==> config.mk <==
export PLATFORM = sky130hd
export DESIGN_NAME = sst_ctrl
export DESIGN_NICKNAME = d
export VERILOG_FILES = /design/src/hdl/sst_pkg.sv /design/src/hdl/sst_ctrl.sv
export SDC_FILE = /design/constraint.sdc
export NUM_CORES = 1
export LEC_CHECK = 0
export BUFFER_PORTS_ARGS = -buffer_cell sky130_fd_sc_hd__buf_2
export CORE_UTILIZATION = 30
export CTS_CLUSTER_SIZE = 40
export DETAILED_ROUTE_END_ITERATION = 6
export SLEW_MARGIN = 20
export SYNTH_ARGS = -nofsm -noshare
export SYNTH_HDL_FRONTEND = slang
export SYNTH_SLANG_ARGS = --single-unit
==> constraint.sdc <==
create_clock -name clk_i -period 3.52 [get_ports clk_i]
set_clock_uncertainty 0.2 [all_clocks]
set_input_delay 0.352 -clock clk_i [delete_from_list [all_inputs] [get_ports clk_i]]
set_output_delay 0.352 -clock clk_i [all_outputs]
set_load 0.01 [all_outputs]
==> src/hdl/sst_pkg.sv <==
// shared types and codes of the scoped symbol table
`default_nettype none

package sst_pkg;

  // command codes
  localparam logic [2:0] CMD_OPEN         = 3'd0;
  localparam logic [2:0] CMD_CLOSE        = 3'd1;
  localparam logic [2:0] CMD_DECLARE      = 3'd2;
  localparam logic [2:0] CMD_LOOKUP_ALL   = 3'd3;
  localparam logic [2:0] CMD_LOOKUP_INNER = 3'd4;

  // status codes
  localparam logic [2:0] STS_OK        = 3'd0;
  localparam logic [2:0] STS_DUPLICATE = 3'd1;
  localparam logic [2:0] STS_NOT_FOUND = 3'd2;
  localparam logic [2:0] STS_NO_SCOPE  = 3'd3;
  localparam logic [2:0] STS_FULL      = 3'd4;
  localparam logic [2:0] STS_DEPTH     = 3'd5;

  typedef enum logic [1:0] {
    ST_IDLE,
    ST_SCAN,
    ST_FIN
  } state_e;

  typedef struct packed {
    logic [2:0]  command;
    logic [31:0] symbol_id;
    logic [31:0] symbol_payload;
  } req_t;

  typedef struct packed {
    logic [2:0]  status;
    logic [31:0] found_payload;
    logic [4:0]  found_level;
    logic [4:0]  scope_depth;
  } rsp_t;

  // flags carried by the search token along the cell row
  typedef struct packed {
    logic found;
    logic cut_hit;
  } tok_flags_t;

endpackage

`default_nettype wire

==> src/hdl/sst_ctrl.sv <==
// command sequencer: holds scope depth and entry count, runs the scan and forms each result
`default_nettype none

module sst_ctrl #(
  parameter int MAX_ENTRIES = 64,
  parameter int MAX_SCOPES  = 16,
  parameter int CNT_W       = 7,
  parameter int LVL_W       = 5,
  parameter int PW          = 32
) (
  input  wire logic                 clk_i,
  input  wire logic                 rst_ni,
  input  wire logic                 start_i,
  input  wire sst_pkg::req_t        req_i,
  output logic                      busy_o,
  output logic                      done_o,
  output sst_pkg::rsp_t             rsp_o,
  // broadcast to the cells
  output logic [31:0]               key_o,
  output logic [LVL_W-1:0]          top_o,
  output logic                      all_o,
  output logic [CNT_W-1:0]          count_o,
  // entry write
  output logic                      wr_en_o,
  output logic [CNT_W-1:0]          wr_idx_o,
  output logic [31:0]               wr_id_o,
  output logic [PW-1:0]             wr_pay_o,
  output logic [LVL_W-1:0]          wr_lvl_o,
  // token leaving the bottom cell
  input  wire sst_pkg::tok_flags_t  flags_i,
  input  wire logic [PW-1:0]        pay_i,
  input  wire logic [LVL_W-1:0]     lvl_i,
  input  wire logic [CNT_W-1:0]     cut_i
);

  localparam int SCAN_W = (MAX_ENTRIES > 1) ? $clog2(MAX_ENTRIES) : 1;

  sst_pkg::state_e  state_d, state_q;
  logic [SCAN_W-1:0] cnt_d, cnt_q;
  logic [2:0]        cmd_q;
  logic [31:0]       key_q;
  logic [PW-1:0]     pay_q;
  logic [CNT_W-1:0]  count_d, count_q;
  logic [LVL_W-1:0]  depth_d, depth_q;
  logic [LVL_W-1:0]  eff_depth;
  logic              accept, fin, wr_en;
  logic              done_q;
  sst_pkg::rsp_t     rsp_d, rsp_q;
  logic              needs_scan;

  assign accept = start_i && (state_q == sst_pkg::ST_IDLE);
  assign fin    = (state_q == sst_pkg::ST_FIN);

  always_comb begin
    case (req_i.command)
      sst_pkg::CMD_CLOSE,
      sst_pkg::CMD_DECLARE,
      sst_pkg::CMD_LOOKUP_ALL,
      sst_pkg::CMD_LOOKUP_INNER: needs_scan = 1'b1;
      default:                   needs_scan = 1'b0;
    endcase
  end

  // next state
  always_comb begin
    state_d = state_q;
    cnt_d   = cnt_q;
    case (state_q)
      sst_pkg::ST_IDLE: begin
        cnt_d = '0;
        if (start_i) begin
          state_d = needs_scan ? sst_pkg::ST_SCAN : sst_pkg::ST_FIN;
        end
      end
      sst_pkg::ST_SCAN: begin
        cnt_d = cnt_q + 1'b1;
        if (cnt_q == SCAN_W'(MAX_ENTRIES - 1)) begin
          state_d = sst_pkg::ST_FIN;
        end
      end
      sst_pkg::ST_FIN: begin
        state_d = sst_pkg::ST_IDLE;
      end
      default: begin
        state_d = sst_pkg::ST_IDLE;
      end
    endcase
  end

  // a declare with no open scope opens the outermost one first
  assign eff_depth = ((cmd_q == sst_pkg::CMD_DECLARE) && (depth_q == '0)) ?
                     LVL_W'(1) : depth_q;

  // outputs of the finishing step
  always_comb begin
    rsp_d   = '0;
    count_d = count_q;
    depth_d = depth_q;
    wr_en   = 1'b0;
    case (cmd_q)
      sst_pkg::CMD_OPEN: begin
        if (depth_q >= LVL_W'(MAX_SCOPES)) begin
          rsp_d.status = sst_pkg::STS_DEPTH;
        end else begin
          depth_d = depth_q + 1'b1;
        end
      end
      sst_pkg::CMD_CLOSE: begin
        if (depth_q == '0) begin
          rsp_d.status = sst_pkg::STS_NO_SCOPE;
        end else begin
          depth_d = depth_q - 1'b1;
          if (flags_i.cut_hit) begin
            count_d = cut_i;
          end
        end
      end
      sst_pkg::CMD_DECLARE: begin
        depth_d = eff_depth;
        if (flags_i.found) begin
          rsp_d.status        = sst_pkg::STS_DUPLICATE;
          rsp_d.found_payload = 32'(pay_i);
          rsp_d.found_level   = 5'(eff_depth);
        end else if (count_q >= CNT_W'(MAX_ENTRIES)) begin
          rsp_d.status = sst_pkg::STS_FULL;
        end else begin
          wr_en   = 1'b1;
          count_d = count_q + 1'b1;
        end
      end
      sst_pkg::CMD_LOOKUP_ALL: begin
        if ((depth_q != '0) && flags_i.found) begin
          rsp_d.found_payload = 32'(pay_i);
          rsp_d.found_level   = 5'(lvl_i);
        end else begin
          rsp_d.status = sst_pkg::STS_NOT_FOUND;
        end
      end
      sst_pkg::CMD_LOOKUP_INNER: begin
        if ((depth_q != '0) && flags_i.found) begin
          rsp_d.found_payload = 32'(pay_i);
          rsp_d.found_level   = 5'(depth_q);
        end else begin
          rsp_d.status = sst_pkg::STS_NOT_FOUND;
        end
      end
      default: begin
        rsp_d.status = sst_pkg::STS_OK;
      end
    endcase
    rsp_d.scope_depth = 5'(depth_d);
  end

  always_ff @(posedge clk_i or negedge rst_ni) begin
    if (!rst_ni) begin
      state_q <= sst_pkg::ST_IDLE;
      cnt_q   <= '0;
      count_q <= '0;
      depth_q <= '0;
      done_q  <= 1'b0;
    end else begin
      state_q <= state_d;
      cnt_q   <= cnt_d;
      done_q  <= fin;
      if (fin) begin
        count_q <= count_d;
        depth_q <= depth_d;
      end
    end
  end

  always_ff @(posedge clk_i) begin
    if (accept) begin
      cmd_q <= req_i.command;
      key_q <= req_i.symbol_id;
      pay_q <= req_i.symbol_payload[PW-1:0];
    end
    if (fin) begin
      rsp_q <= rsp_d;
    end
  end

  assign busy_o   = (state_q != sst_pkg::ST_IDLE);
  assign done_o   = done_q;
  assign rsp_o    = rsp_q;

  assign key_o    = key_q;
  assign top_o    = eff_depth;
  assign all_o    = (cmd_q == sst_pkg::CMD_LOOKUP_ALL);
  assign count_o  = count_q;

  assign wr_en_o  = fin && wr_en;
  assign wr_idx_o = count_q;
  assign wr_id_o  = key_q;
  assign wr_pay_o = pay_q;
  assign wr_lvl_o = eff_depth;

endmodule

`default_nettype wire

==> impl_results.md <==
- Library cell with the largest summed area after synthesis: edfxtp_1
- Height of the die: 140 um
- Total via count in the routed design: around 4,400
- Area growth from synthesis to layout: 45.6%
- Number of buffers added on ports: between 200 and 300
- Flops & latches, synth: roughly 130
- Share of the clock period used by the worst path: 0.871
- Number of global-route vias before repair: around 4,300
- Summed negative setup slack over all endpoints: 0 ns
- Worst-path maximum fanout: 10
- Final count of hold timing violations: 0
- Critical Path AT: 2.51 ns
- Placer Congestion: between 0.7 and 0.8
- VDD IR max: 0.000281 V
- Share of cells above drive strength 1: 0.458
- Total overflow reported by the global router: 0
- Maximum number of buffers from clock root to sink: 2
- Largest net degree at the start of global routing: between 40 and 50
- Starting density of the core: 0.307
- Root buffer cell: clkbuf_16
- Initial antenna violation count: 1
- First-pass GRT wire length: about 23 mm
- Warnings from Yosys: 0
- Routed via count divided by cell count: around 4.6
- Sum of net half-perimeters after detailed placement: 10.9 mm
- Crit Path Category: reg2out
- Placed Cells: 873
- Clock-pin slew on the worst setup and hold paths: around 0.060 ns
- Proportion of synthesized chip area in sequential cells: 0.678
- Number of antenna-violating nets in the routed design: 0
- Clock tree from TritonCTS: done
- Startpoint types: flip-flop
- Post-synthesis cell count: ~420
- Worst slew margin relative to its limit: 0.566
- Die W: approximately 140 um
- Start point of the worst hold path: start_i
- Max-cap check violation count: 0
- Placeable Area: 18,700 um2
- Origin of the critical flop-to-flop path: depth_q[0]
- Mean Syn Cell Area: 13.8 um2
- Synth area leaders: edfxtp_1 59%, dfrtp_1 9.2%, buf_4 5.8%
- Actual slew at the worst max-slew pin: 0.651 ns
- Number of enable flip-flop cells after synthesis: between 100 and 150
- Setup violators final: 0
- Nets in the synthesized netlist: ~540
- Cell with the most instances after synthesis: edfxtp_1
- GRT Resource Usage Total: 0.156
- Dominant register cell in the synthesized netlist: edfxtp_1
- Power density relative to cell area: roughly 640 nW/um2
- Tightest Hold Check Type: in2reg
- Fraction of synthesis flops using an asynchronous set or reset pin: 0.158
- Drt first-iter violations: 274
- Crit. Startpoint: depth_q[0]
- Kind of end point of the critical path: primary output
- Net count of the finished layout: ~850
- DRC violation count after routing: 0
- Synth cell count leaders: 112 x edfxtp_1, 44 x buf_4, 30 x a21boi_1
- CP Data Required Time: between 2 and 3 ns
- Number of placement rows: 50
- Wire length after detailed routing: approximately 16 mm
- Clock sink total: approximately 130
- Number of buffers inserted for hold repair after clock tree synthesis: just under 70
- Leakage Power: 3.60 nW
- Total iterations of the first detailed-routing run: 4
- CTS resizes: 0
- Clock period minus final worst setup slack: between 3 and 4 ns
- Post-Syn Area: approximately 5700 um2
- Per-cell routed wire length: around 16 um
- Max Fclk: 0.326 GHz
- Post-layout instance count excluding filler cells: slightly below 1,000
- Total CTS buffers: 17
- Number of post-CTS setup repair buffers: 0
- Overall die area: 19,700 um2
- Total I/O pin count: between 200 and 300
- RSZ-0062 raised after global routing: no
- Count of cell types in the netlist: 56
- Share of the synthesized area in the top cell type: 0.586
- Clock H-tree levels: 4
- Status: finished clean
- Max-slew violations: 0
- Clock network latency to the later pin of the worst-skew pair: about 0.41 ns
==> registers in the layout (all words and copies together) (netlist names) <==
signal / count
key_o: 32
state_q: 2
done_o: 1
count_o: 7
wr_pay_o: 32
cnt_q: 6
rsp_o: 45
depth_q: 5
cmd_q: 3
==> per-stage QoR <==
step	utilization	hold slack (ns)	area, um2	setup WS, ns	total power, mW
2_1_floorplan	-	-0.144	5740	0.538	3.05
3_3_place_gp	0.378	0.181	7070	0.766	3.46
3_5_place_dp	0.378	0.181	7070	0.673	3.47
4_1_cts	0.446	0.0112	8350	0.435	5.37
5_1_grt	0.446	0.0193	8350	0.260	5.57
6_report	0.446	0.0292	8350	0.454	5.31
==> worst paths after layout <==
kind	endpoint	slack, ns	cells past startpoint
max	wr_lvl_o[0]	0.45	5
min in group asynchronous	depth_q[2]	0.28	2
max reg2reg	rsp_o[31]	0.64	7
max in group asynchronous	cnt_q[3]	2.45	2
min reg2reg	cnt_q[5]	0.35	2
min	state_q[1]	0.03	3
==> logic make-up (layout without fill, tap and decap cells) <==
group	count (synthesis)	count (layout)	share of synthesized area
AOI/OAI and AO/OA	101	101	0.123
buffers and inverters	77	398	0.0859
and+or+nand+nor	93	93	0.0881
muxes	5	5	0.00916
DFF	133	133	0.678
adders and majority gates	5	5	0.0109
other	0	1	0
xor gates and xnor gates	3	3	0.00458
==> per-layer routing <==
| layer | wire, um | track usage | up-vias |
|---|---|---|---|
| met5 | 0 | 0 | - |
| met3 | 736 | 0.0379 | 26 |
| li1 | - | - | 2133 |
| met4 | 445 | 0.0746 | 0 |
| met1 | 6420 | 0.186 | 2127 |
| met2 | 7980 | 0.263 | 160 |
==> layout make-up <==
| cell class | instances | area (um2) |
|---|---|---|
| flip-flops and latches | 133 | 3890 |
| diodes | 1 | 2.50 |
| well taps | 234 | 293 |
| inverters | 8 | 30.0 |
| fillers | 1742 | 10400 |
| multi-input cells | 207 | 1360 |
| clock buffers | 17 | 425 |
| clock inverters | 14 | 175 |
| repair buffers | 359 | 2180 |
==> worst max-delay path, cell delays in order (launching register included) <==
cell and delay, ns:
dfrtp_1 0.49, inv_1 0.19, ha_1 0.23, or4b_1 0.65, o21ai_0 0.35, buf_2 0.19
==> power by group <==
group          switching, mW  leakage (nW)  internal (mW)
clock                  0.690         0.287           1.12
sequential             0.230          1.32           2.04
combinational          0.705          1.99          0.523
total                   1.62          3.60           3.68
==> cells in the final DEF (no fill, tap or decap), types with 3 or more instances in the layout <==
cell type	synthesis	layout
a21boi_1	30	30
nand3_1	12	12
a22o_1	4	4
nor2b_1	5	5
clkinvlp_4	0	3
edfxtp_1	112	112
a21oi_1	11	11
dfrtp_1	21	21
nor3b_1	4	4
inv_6	0	4
a2bb2oi_1	6	6
nor3_1	13	13
nor4_1	3	3
buf_2	1	284
clkbuf_16	0	17
bufinv_16	0	3
a21o_1	3	3
inv_1	8	7
mux2i_1	3	3
nand2_1	19	19
buf_4	44	5
dlygate4sd3_1	0	68
nor2_1	17	17
ha_1	5	5
and3_1	4	4
o22ai_1	3	3
o21ai_0	23	23
No activity file was read; power rests on OpenSTA's default activity.
