**src/hdl/sst_pkg.sv**
```systemverilog
// shared types and codes of the scoped symbol table
`default_nettype none

package sst_pkg;

  // command codes
  localparam logic [2:0] CMD_OPEN         = 3'd0;
  localparam logic [2:0] CMD_CLOSE        = 3'd1;
  localparam logic [2:0] CMD_DECLARE      = 3'd2;
  localparam logic [2:0] CMD_LOOKUP_ALL   = 3'd3;
  localparam logic [2:0] CMD_LOOKUP_INNER = 3'd4;

  // status codes
  localparam logic [2:0] STS_OK        = 3'd0;
  localparam logic [2:0] STS_DUPLICATE = 3'd1;
  localparam logic [2:0] STS_NOT_FOUND = 3'd2;
  localparam logic [2:0] STS_NO_SCOPE  = 3'd3;
  localparam logic [2:0] STS_FULL      = 3'd4;
  localparam logic [2:0] STS_DEPTH     = 3'd5;

  typedef enum logic [1:0] {
    ST_IDLE,
    ST_SCAN,
    ST_FIN
  } state_e;

  typedef struct packed {
    logic [2:0]  command;
    logic [31:0] symbol_id;
    logic [31:0] symbol_payload;
  } req_t;

  typedef struct packed {
    logic [2:0]  status;
    logic [31:0] found_payload;
    logic [4:0]  found_level;
    logic [4:0]  scope_depth;
  } rsp_t;

  // flags carried by the search token along the cell row
  typedef struct packed {
    logic found;
    logic cut_hit;
  } tok_flags_t;

endpackage

`default_nettype wire

```
**src/hdl/sst_cell.sv**
```systemverilog
// one entry cell: stores an id, payload and scope level, and updates the passing search token
`default_nettype none

module sst_cell #(
  parameter int INDEX = 0,
  parameter int CNT_W = 7,
  parameter int LVL_W = 5,
  parameter int PW    = 32
) (
  input  wire logic                    clk_i,
  // broadcast from the controller
  input  wire logic [31:0]             key_i,
  input  wire logic [LVL_W-1:0]        top_i,
  input  wire logic                    all_i,
  input  wire logic [CNT_W-1:0]        count_i,
  // entry write
  input  wire logic                    wr_en_i,
  input  wire logic [CNT_W-1:0]        wr_idx_i,
  input  wire logic [31:0]             wr_id_i,
  input  wire logic [PW-1:0]           wr_pay_i,
  input  wire logic [LVL_W-1:0]        wr_lvl_i,
  // token from the upper neighbour
  input  wire sst_pkg::tok_flags_t     flags_i,
  input  wire logic [PW-1:0]           pay_i,
  input  wire logic [LVL_W-1:0]        lvl_i,
  input  wire logic [CNT_W-1:0]        cut_i,
  // token to the lower neighbour
  output sst_pkg::tok_flags_t          flags_o,
  output logic [PW-1:0]                pay_o,
  output logic [LVL_W-1:0]             lvl_o,
  output logic [CNT_W-1:0]             cut_o
);

  logic [31:0]         id_q;
  logic [PW-1:0]       epay_q;
  logic [LVL_W-1:0]    elvl_q;

  sst_pkg::tok_flags_t flags_d, flags_q;
  logic [PW-1:0]       pay_d, pay_q;
  logic [LVL_W-1:0]    lvl_d, lvl_q;
  logic [CNT_W-1:0]    cut_d, cut_q;

  logic live, in_top, hit, take;

  assign live   = CNT_W'(INDEX) < count_i;
  assign in_top = live && (elvl_q == top_i);
  assign hit    = live && (id_q == key_i) && (all_i || (elvl_q == top_i));
  // the first hit seen on the way down is the innermost one
  assign take   = hit && !flags_i.found;

  always_comb begin
    flags_d.found   = flags_i.found | hit;
    flags_d.cut_hit = flags_i.cut_hit | in_top;
    pay_d           = take ? epay_q : pay_i;
    lvl_d           = take ? elvl_q : lvl_i;
    // lowest cell of the top scope wins, as it is visited last
    cut_d           = in_top ? CNT_W'(INDEX) : cut_i;
  end

  always_ff @(posedge clk_i) begin
    if (wr_en_i && (wr_idx_i == CNT_W'(INDEX))) begin
      id_q   <= wr_id_i;
      epay_q <= wr_pay_i;
      elvl_q <= wr_lvl_i;
    end
  end

  always_ff @(posedge clk_i) begin
    flags_q <= flags_d;
    pay_q   <= pay_d;
    lvl_q   <= lvl_d;
    cut_q   <= cut_d;
  end

  assign flags_o = flags_q;
  assign pay_o   = pay_q;
  assign lvl_o   = lvl_q;
  assign cut_o   = cut_q;

endmodule

`default_nettype wire

```
**config.mk**
```make
export PLATFORM = sky130hd
export DESIGN_NAME = sst_cell
export DESIGN_NICKNAME = d
export VERILOG_FILES = /design/src/hdl/sst_pkg.sv /design/src/hdl/sst_cell.sv
export SDC_FILE = /design/constraint.sdc
export NUM_CORES = 1
export LEC_CHECK = 0
export BUFFER_PORTS_ARGS = -buffer_cell sky130_fd_sc_hd__buf_2
export CAP_MARGIN = 20
export CORE_UTILIZATION = 35
export DETAILED_ROUTE_END_ITERATION = 16
export MAX_ROUTING_LAYER = met4
export PLACE_DENSITY = 0.73
export SYNTH_ARGS = -nofsm -noshare
export SYNTH_HDL_FRONTEND = slang
export SYNTH_SLANG_ARGS = --single-unit
```
**constraint.sdc**
```tcl
create_clock -name clk_i -period 4 [get_ports clk_i]
set_input_delay 0 -clock clk_i [delete_from_list [all_inputs] [get_ports clk_i]]
set_output_delay 0 -clock clk_i [all_outputs]
set_load 0.005 [all_outputs]
```
==> flow_metrics.tcl, run 1 <==
set metrics [dict create \
    die_area_mm2 0.01216 \
    ys_warn_count 0 \
    place_congestion 0.7249 \
    yosysSeqAreaShare_pct 72.93 \
    die_x_um 110.3 \
    grt_first_pass_wirelength_um 15300 \
    grt_pass1_vias 3439 \
    htreeDepth 4 \
    avgSynthCellArea_um2 18.40 \
    die_h_um 110.3 \
    setup.worst_path.end_class "register" \
    rsz0062_at_grt "false" \
    tightest_slew_ns 1.069 \
    swShare_pct 20.69 \
    status "complete, no violations" \
    drt-total-wl_um 10500 \
    cts_buffer_depth 2 \
    yosysUniqueCellTypes 19 \
    cp-start-kind "register" \
    power.share.clock_pct 49.3 \
    fin_crit_ns 2.704 \
    cp_max_fo 19 \
    fin_skew_ns 0.006125 \
    hold_violations 0 \
    hold_buffers 116 \
    syn_nets 392 \
    p_int_uw 2425 \
    p_sw_uw 632.6 \
    fin_crit_sh_pct 67.60 \
    slew_violations 0 \
    nets 740 \
    worstSetupPathType "register to register" \
    clkTransAtPathRegs_ns 0.06 \
    area_growth_pct 73.11 \
    drive_gt1_share_pct 49.49 \
    initial_core_util_pct 35.94 \
    pwr-share-seq_pct 42.2 \
    pre_cts_ws_ns 1.257 \
    wl_per_cell_um 14.42 \
    synth-seq-cells 115 \
    cts_tree "done" \
    cp.arrival_ns 3.00 \
    relSlewSlack_pct 28.70 \
    fill_cells 846 \
    vias 3160 \
    vias_per_cell 4.341 \
    fp.coreArea_mm2 0.01142 \
    power_density_mw_per_mm2 430.4 \
    cts_setup_buffers 0 \
    rrSetupSlack_ns 1.30 \
    numCtsBuffers 17 \
    max-cap-violations 0 \
    rows 39 \
    grt_max_degree 70 \
    leakage_uw 0.003070 \
    setup_tns_ns 0 \
    ant_nets 0 \
    cts_num_sinks 115 \
    fmax_ghz 0.3698 \
    grt_usage_pct 18.05 \
    setup_ws_ns 1.296 \
    port_buffers 214 \
    worstPathRequired_ns 4.29 \
    pwr-share-comb_pct 8.5 \
    drt_iter0_drc 113 \
    post_cts_resized 0 \
    min_path_type "input port to register" \
    antenna_found_initial 1 \
    cts-root-buf "clkbuf_16" \
    ioPinCount 215 \
    grt-ovfl-total 0 \
    ir_drop_mv 0.3361 \
    clk_latency_ns 0.41 \
    finalSetupViolations 0 \
    synthCells 223 \
    drt_pass1_iterations 5 \
    drcViolationCount 0 \
    place_hpwl_um 6410 \
    syn_area_mm2 0.004104 \
]
## power groups by stage
stage / Combinational, uW / Sequential [uW] / Clock [uW]
after floorplan: 48.1 / 1320 / 0
after global placement: 163 / 1310 / 0
after detailed placement: 168 / 1310 / 0
after CTS: 257 / 1290 / 1520
after global routing: 284 / 1290 / 1580
final: 261 / 1290 / 1510
## per-layer routing
| metal | share of wire, % | up-vias | GRT usage, % |
|---|---|---|---|
| met3 | 6.7 | 28 | 5.232 |
| met1 | 35 | 1462 | 16.19 |
| met4 | 2.9 | 0 | 9.774 |
| met5 | 0 | - | - |
| met2 | 55 | 146 | 33.81 |
| li1 | - | 1524 | - |
## cells in the mapped netlist (all sizes together)
cell type | number | area, um2
or4 | 1 | 7.510
nor3 | 3 | 15.01
o2111ai | 2 | 35.04
buf | 3 | 33.78
nand3 | 1 | 5.000
nor4 | 3 | 31.28
xnor2 | 35 | 306.5
nand4 | 8 | 50.05
dfxtp | 46 | 920.9
and2 | 7 | 43.79
nand2b | 3 | 18.77
nor2 | 2 | 7.510
xor2 | 2 | 17.52
mux2 | 37 | 529.3
and4b | 1 | 10.01
edfxtp | 69 | 2072
## cells by family after synthesis
family | synth area share (%)
and+or+nand+nor | 4.604
DFF | 72.93
xor gates and xnor gates | 7.896
muxes | 12.90
AOI/OAI and AO/OA | 0.8538
buffers and inverters | 0.8231
## cells in the final DEF (no fill, tap or decap)
cell | Yosys | final
nand2b_1 | 3 | 3
buf_4 | 0 | 2
and4b_4 | 0 | 1
clkinvlp_4 | 0 | 4
diode_2 | 0 | 1
edfxtp_1 | 69 | 69
nand4_1 | 8 | 8
or4_1 | 1 | 1
bufinv_16 | 0 | 2
o2111ai_1 | 1 | 1
nor4_2 | 2 | 2
o2111ai_4 | 1 | 1
dlygate4sd3_1 | 0 | 116
clkinv_4 | 0 | 4
xor2_1 | 2 | 2
nor4_1 | 1 | 1
buf_2 | 0 | 214
clkinv_2 | 0 | 1
dfxtp_1 | 46 | 46
inv_4 | 0 | 2
mux2_4 | 30 | 30
nor2_1 | 2 | 2
mux2_2 | 7 | 7
and2_1 | 7 | 7
inv_6 | 0 | 1
nor3_1 | 3 | 3
xnor2_1 | 35 | 35
clkbuf_16 | 0 | 18
nand3_1 | 1 | 1
## final cells by class
type	count	area, um2	area share, %
antenna	1	2.502	0.03522
sequential	115	2993	42.13
multi-input combinational	105	1081	15.22
clock inverter	14	151.4	2.131
timing repair buffer	332	2247	31.63
clock buffer	18	450.4	6.340
tap	143	178.9	2.518
## critical path, stage by stage, from the launching register on
cell and delay [ns]:
edfxtp_1 0.39, xnor2_1 0.15, nand4_1 0.15, nor3_1 0.51, o2111ai_4 0.58, buf_4 0.45, mux2_4 0.33
## per-stage QoR
step           util, %  cells  power (uW)  hold WS [ns]  cell area, um2
2_1_floorplan        -    223        1366       0.09887            4104
3_3_place_gp     46.76    579        1476        0.1760            5339
3_5_place_dp     46.76    579        1481        0.1781            5339
4_1_cts          62.20    727        3070        0.1489            7102
5_1_grt          62.22    728        3154        0.1930            7104
6_report         62.22    728        3057        0.1762            7104
## registers in the layout, indices dropped and copies added, names as in the netlist
register	flops
id_q	32
flags_o	2
lvl_o	5
cut_o	7
pay_o	32
epay_q	32
elvl_q	5
## final timing paths
check,from,endpoint,depth (start not counted)
min,count_i[2],flags_o[0]$_DFF_P_,4
max,id_q[28]$_DFFE_PP_,pay_o[14]$_DFF_P_,6
min reg2reg,epay_q[17]$_DFFE_PP_,pay_o[17]$_DFF_P_,1
max reg2reg,id_q[28]$_DFFE_PP_,pay_o[14]$_DFF_P_,6
Note: power is estimated with default switching activity, not from simulation.
==> inputs of run 2 (changes only) <==
- ABC_AREA: unset -> 1
- PLACE_DENSITY: 0.73 -> 0.74
- clock period: 4 -> 2.39 ns (I/O delays scaled with it)
==> flow_metrics.tcl, run 2 <==
set metrics [dict create \
    die_x_um 116.1 \
    seqCellArea_mm2 0.002993 \
    multi_input_comb_area_mm2 0.001154 \
    fill_cells 1028 \
    die_area_mm2 0.01347 \
    ioPinCount 215 \
    vias_per_cell 4.434 \
    setup.worst_path.end_class "register" \
    post_cts_resized 0 \
    synth-seq-cells 115 \
    cts_num_sinks 115 \
    worstSetupPathType "register to register" \
    finalPower_uw 5096 \
    topRoutingLayerUsed "met4" \
    fin_skew_ns 0.01084 \
    min_path_type "input port to register" \
    finalNonFillerCells 979 \
    fin_crit_sh_pct 80.22 \
    numCtsBuffers 17 \
    yosysTopAreaCell "edfxtp_1" \
    pwr-share-comb_pct 8.7 \
    dr_wl_met3_um 971 \
    rsz0062_at_grt "false" \
    p_sw_uw 1047 \
    clk_latency_ns 0.41 \
    drt-total-wl_um 12950 \
    yosysSeqAreaShare_pct 65.71 \
    area_growth_pct 64.29 \
    synth-edff-count 69 \
    wl_met1_um 4660 \
    final_common_cell "buf_2" \
    nets 963 \
    grt-ovfl-total 0 \
    setup_tns_ns 0 \
    cp.arrival_ns 2.20 \
    die_h_um 116.1 \
    p_int_uw 4049 \
    timing.hold.ws_ns 0.06844 \
    async_flop_share_pct 0 \
    syn_area_mm2 0.004554 \
    synth.most_common_cell "nand2_1" \
    syn_nets 625 \
    clkTransAtPathRegs_ns 0.06 \
    initial_core_util_pct 35.94 \
    cts_buffer_depth 2 \
    worstPathRequired_ns 2.67 \
    grt_first_pass_wirelength_um 19400 \
    synth_top_area_share_pct 45.49 \
    dp_cells 833 \
    swShare_pct 20.55 \
    status "complete, no violations" \
    synth_common_cells "nand2_1 (176), edfxtp_1 (69), inv_1 (65), dfxtp_1 (46), nand4_1 (37)" \
    ir_drop_mv 0.5081 \
    layout_common_cells "buf_2 (214), nand2_1 (176), dlygate4sd3_1 (114)" \
    pwr-share-seq_pct 42.3 \
    cp-start-kind "register" \
    tightest_slew_ns 0.4499 \
    cts_setup_buffers 0 \
    avgSynthCellArea_um2 9.988 \
    grt_pass1_vias 4325 \
    fin_crit_ns 1.917 \
    antenna_found_initial 0 \
    place_hpwl_um 7450 \
    synthFlopType "edfxtp_1" \
    ys_warn_count 0 \
    grt_max_degree 43 \
    grt_usage_pct 20.08 \
    leakage_uw 0.003684 \
    cp_max_fo 37 \
    slew_violations 0 \
    finalSetupViolations 0 \
    htreeDepth 4 \
    vias 4341 \
    place_congestion 0.7379 \
    dr_wl_met2_um 6875 \
    drt_iter0_drc 215 \
    port_buffers 214 \
    relSlewSlack_pct 70.01 \
    power.share.clock_pct 48.9 \
    cts_tree "done" \
    synthCells 456 \
    fp.coreArea_mm2 0.01267 \
    drcViolationCount 0 \
    power_density_mw_per_mm2 681.1 \
    drt_pass1_iterations 4 \
    fmax_ghz 0.5216 \
    hold_violations 0 \
    drive_gt1_share_pct 31.72 \
    ant_nets 0 \
    rows 41 \
    antenna_cells 0 \
    yosysUniqueCellTypes 23 \
    synth_area_leaders "edfxtp_1 (45%), dfxtp_1 (20%), nand2_1 (15%)" \
    cts-root-buf "clkbuf_16" \
    wl_per_cell_um 13.23 \
    max-cap-violations 0 \
]
[run 2: layer usage]
metal / track usage, % / vias up
met5: - / -
met4: 10.51 / 0
met3: 7.061 / 39
met2: 36.35 / 205
met1: 18.43 / 1967
li1: - / 2130
[run 2: layout make-up]
type                       count  share of cell area (%)
inverter                      67                   3.361
tap                          172                   2.876
clock inverter                 6                  0.4849
clock buffer                  26                   7.525
timing repair buffer         334                   30.33
multi-input combinational    259                   15.42
sequential                   115                   40.00
[run 2: timing repair]
item,in CTS,in global routing
hold buffers,114,0
endpoints found under the hold margin,114,0
setup endpoints to repair,0,0
[run 2: cell families after synthesis]
kind of cell	Yosys count	share of synthesized area, %
buffers and inverters	82	9.066
xor gates and xnor gates	8	1.538
and+or+nand+nor	251	23.68
DFF	115	65.71
[run 2: path summary, 6_finish.rpt]
path / slack (ns) / startpoint / end / depth (start not counted)
setup / recovery: 0.47 / id_q[26]$_DFFE_PP_ / pay_o[12]$_DFF_P_ / 10
hold / removal: 0.07 / flags_i[1] / pay_o[1]$_DFF_P_ / 4
setup reg to reg: 0.47 / id_q[26]$_DFFE_PP_ / pay_o[12]$_DFF_P_ / 10
hold reg to reg: 0.49 / epay_q[22]$_DFFE_PP_ / pay_o[22]$_DFF_P_ / 2
[run 2: worst max-delay path, cell delays in order (launching register included)]
cell and delay (ns):
edfxtp_1 0.41, inv_1 0.09, nand2_1 0.05, nand2_1 0.05, nand2_1 0.04, nor2_1 0.13
nand3_1 0.15, nor2_4 0.17, nand3_4 0.36, nand2_1 0.22, nand2_1 0.10
[run 2: power by group through the flow]
stage               Sequential (uW)  Clock, uW  Combinational, uW
global placement               2200          0                277
detailed placement             2200          0                284
CTS                            2160       2540                431
global route                   2160       2630                490
finish                         2160       2490                443
floorplan                      2210          0               82.4
[run 2: stage by stage]
stage / utilization [%] / worst slack (ns) / cell area [um2]
finish: 59.05 / 0.4728 / 7482
global route: 59.05 / 0.2826 / 7482
global placement: 45.31 / 0.5696 / 5742
CTS: 59.05 / 0.5024 / 7482
floorplan: - / 0.02737 / 4554
detailed placement: 45.31 / 0.5403 / 5742
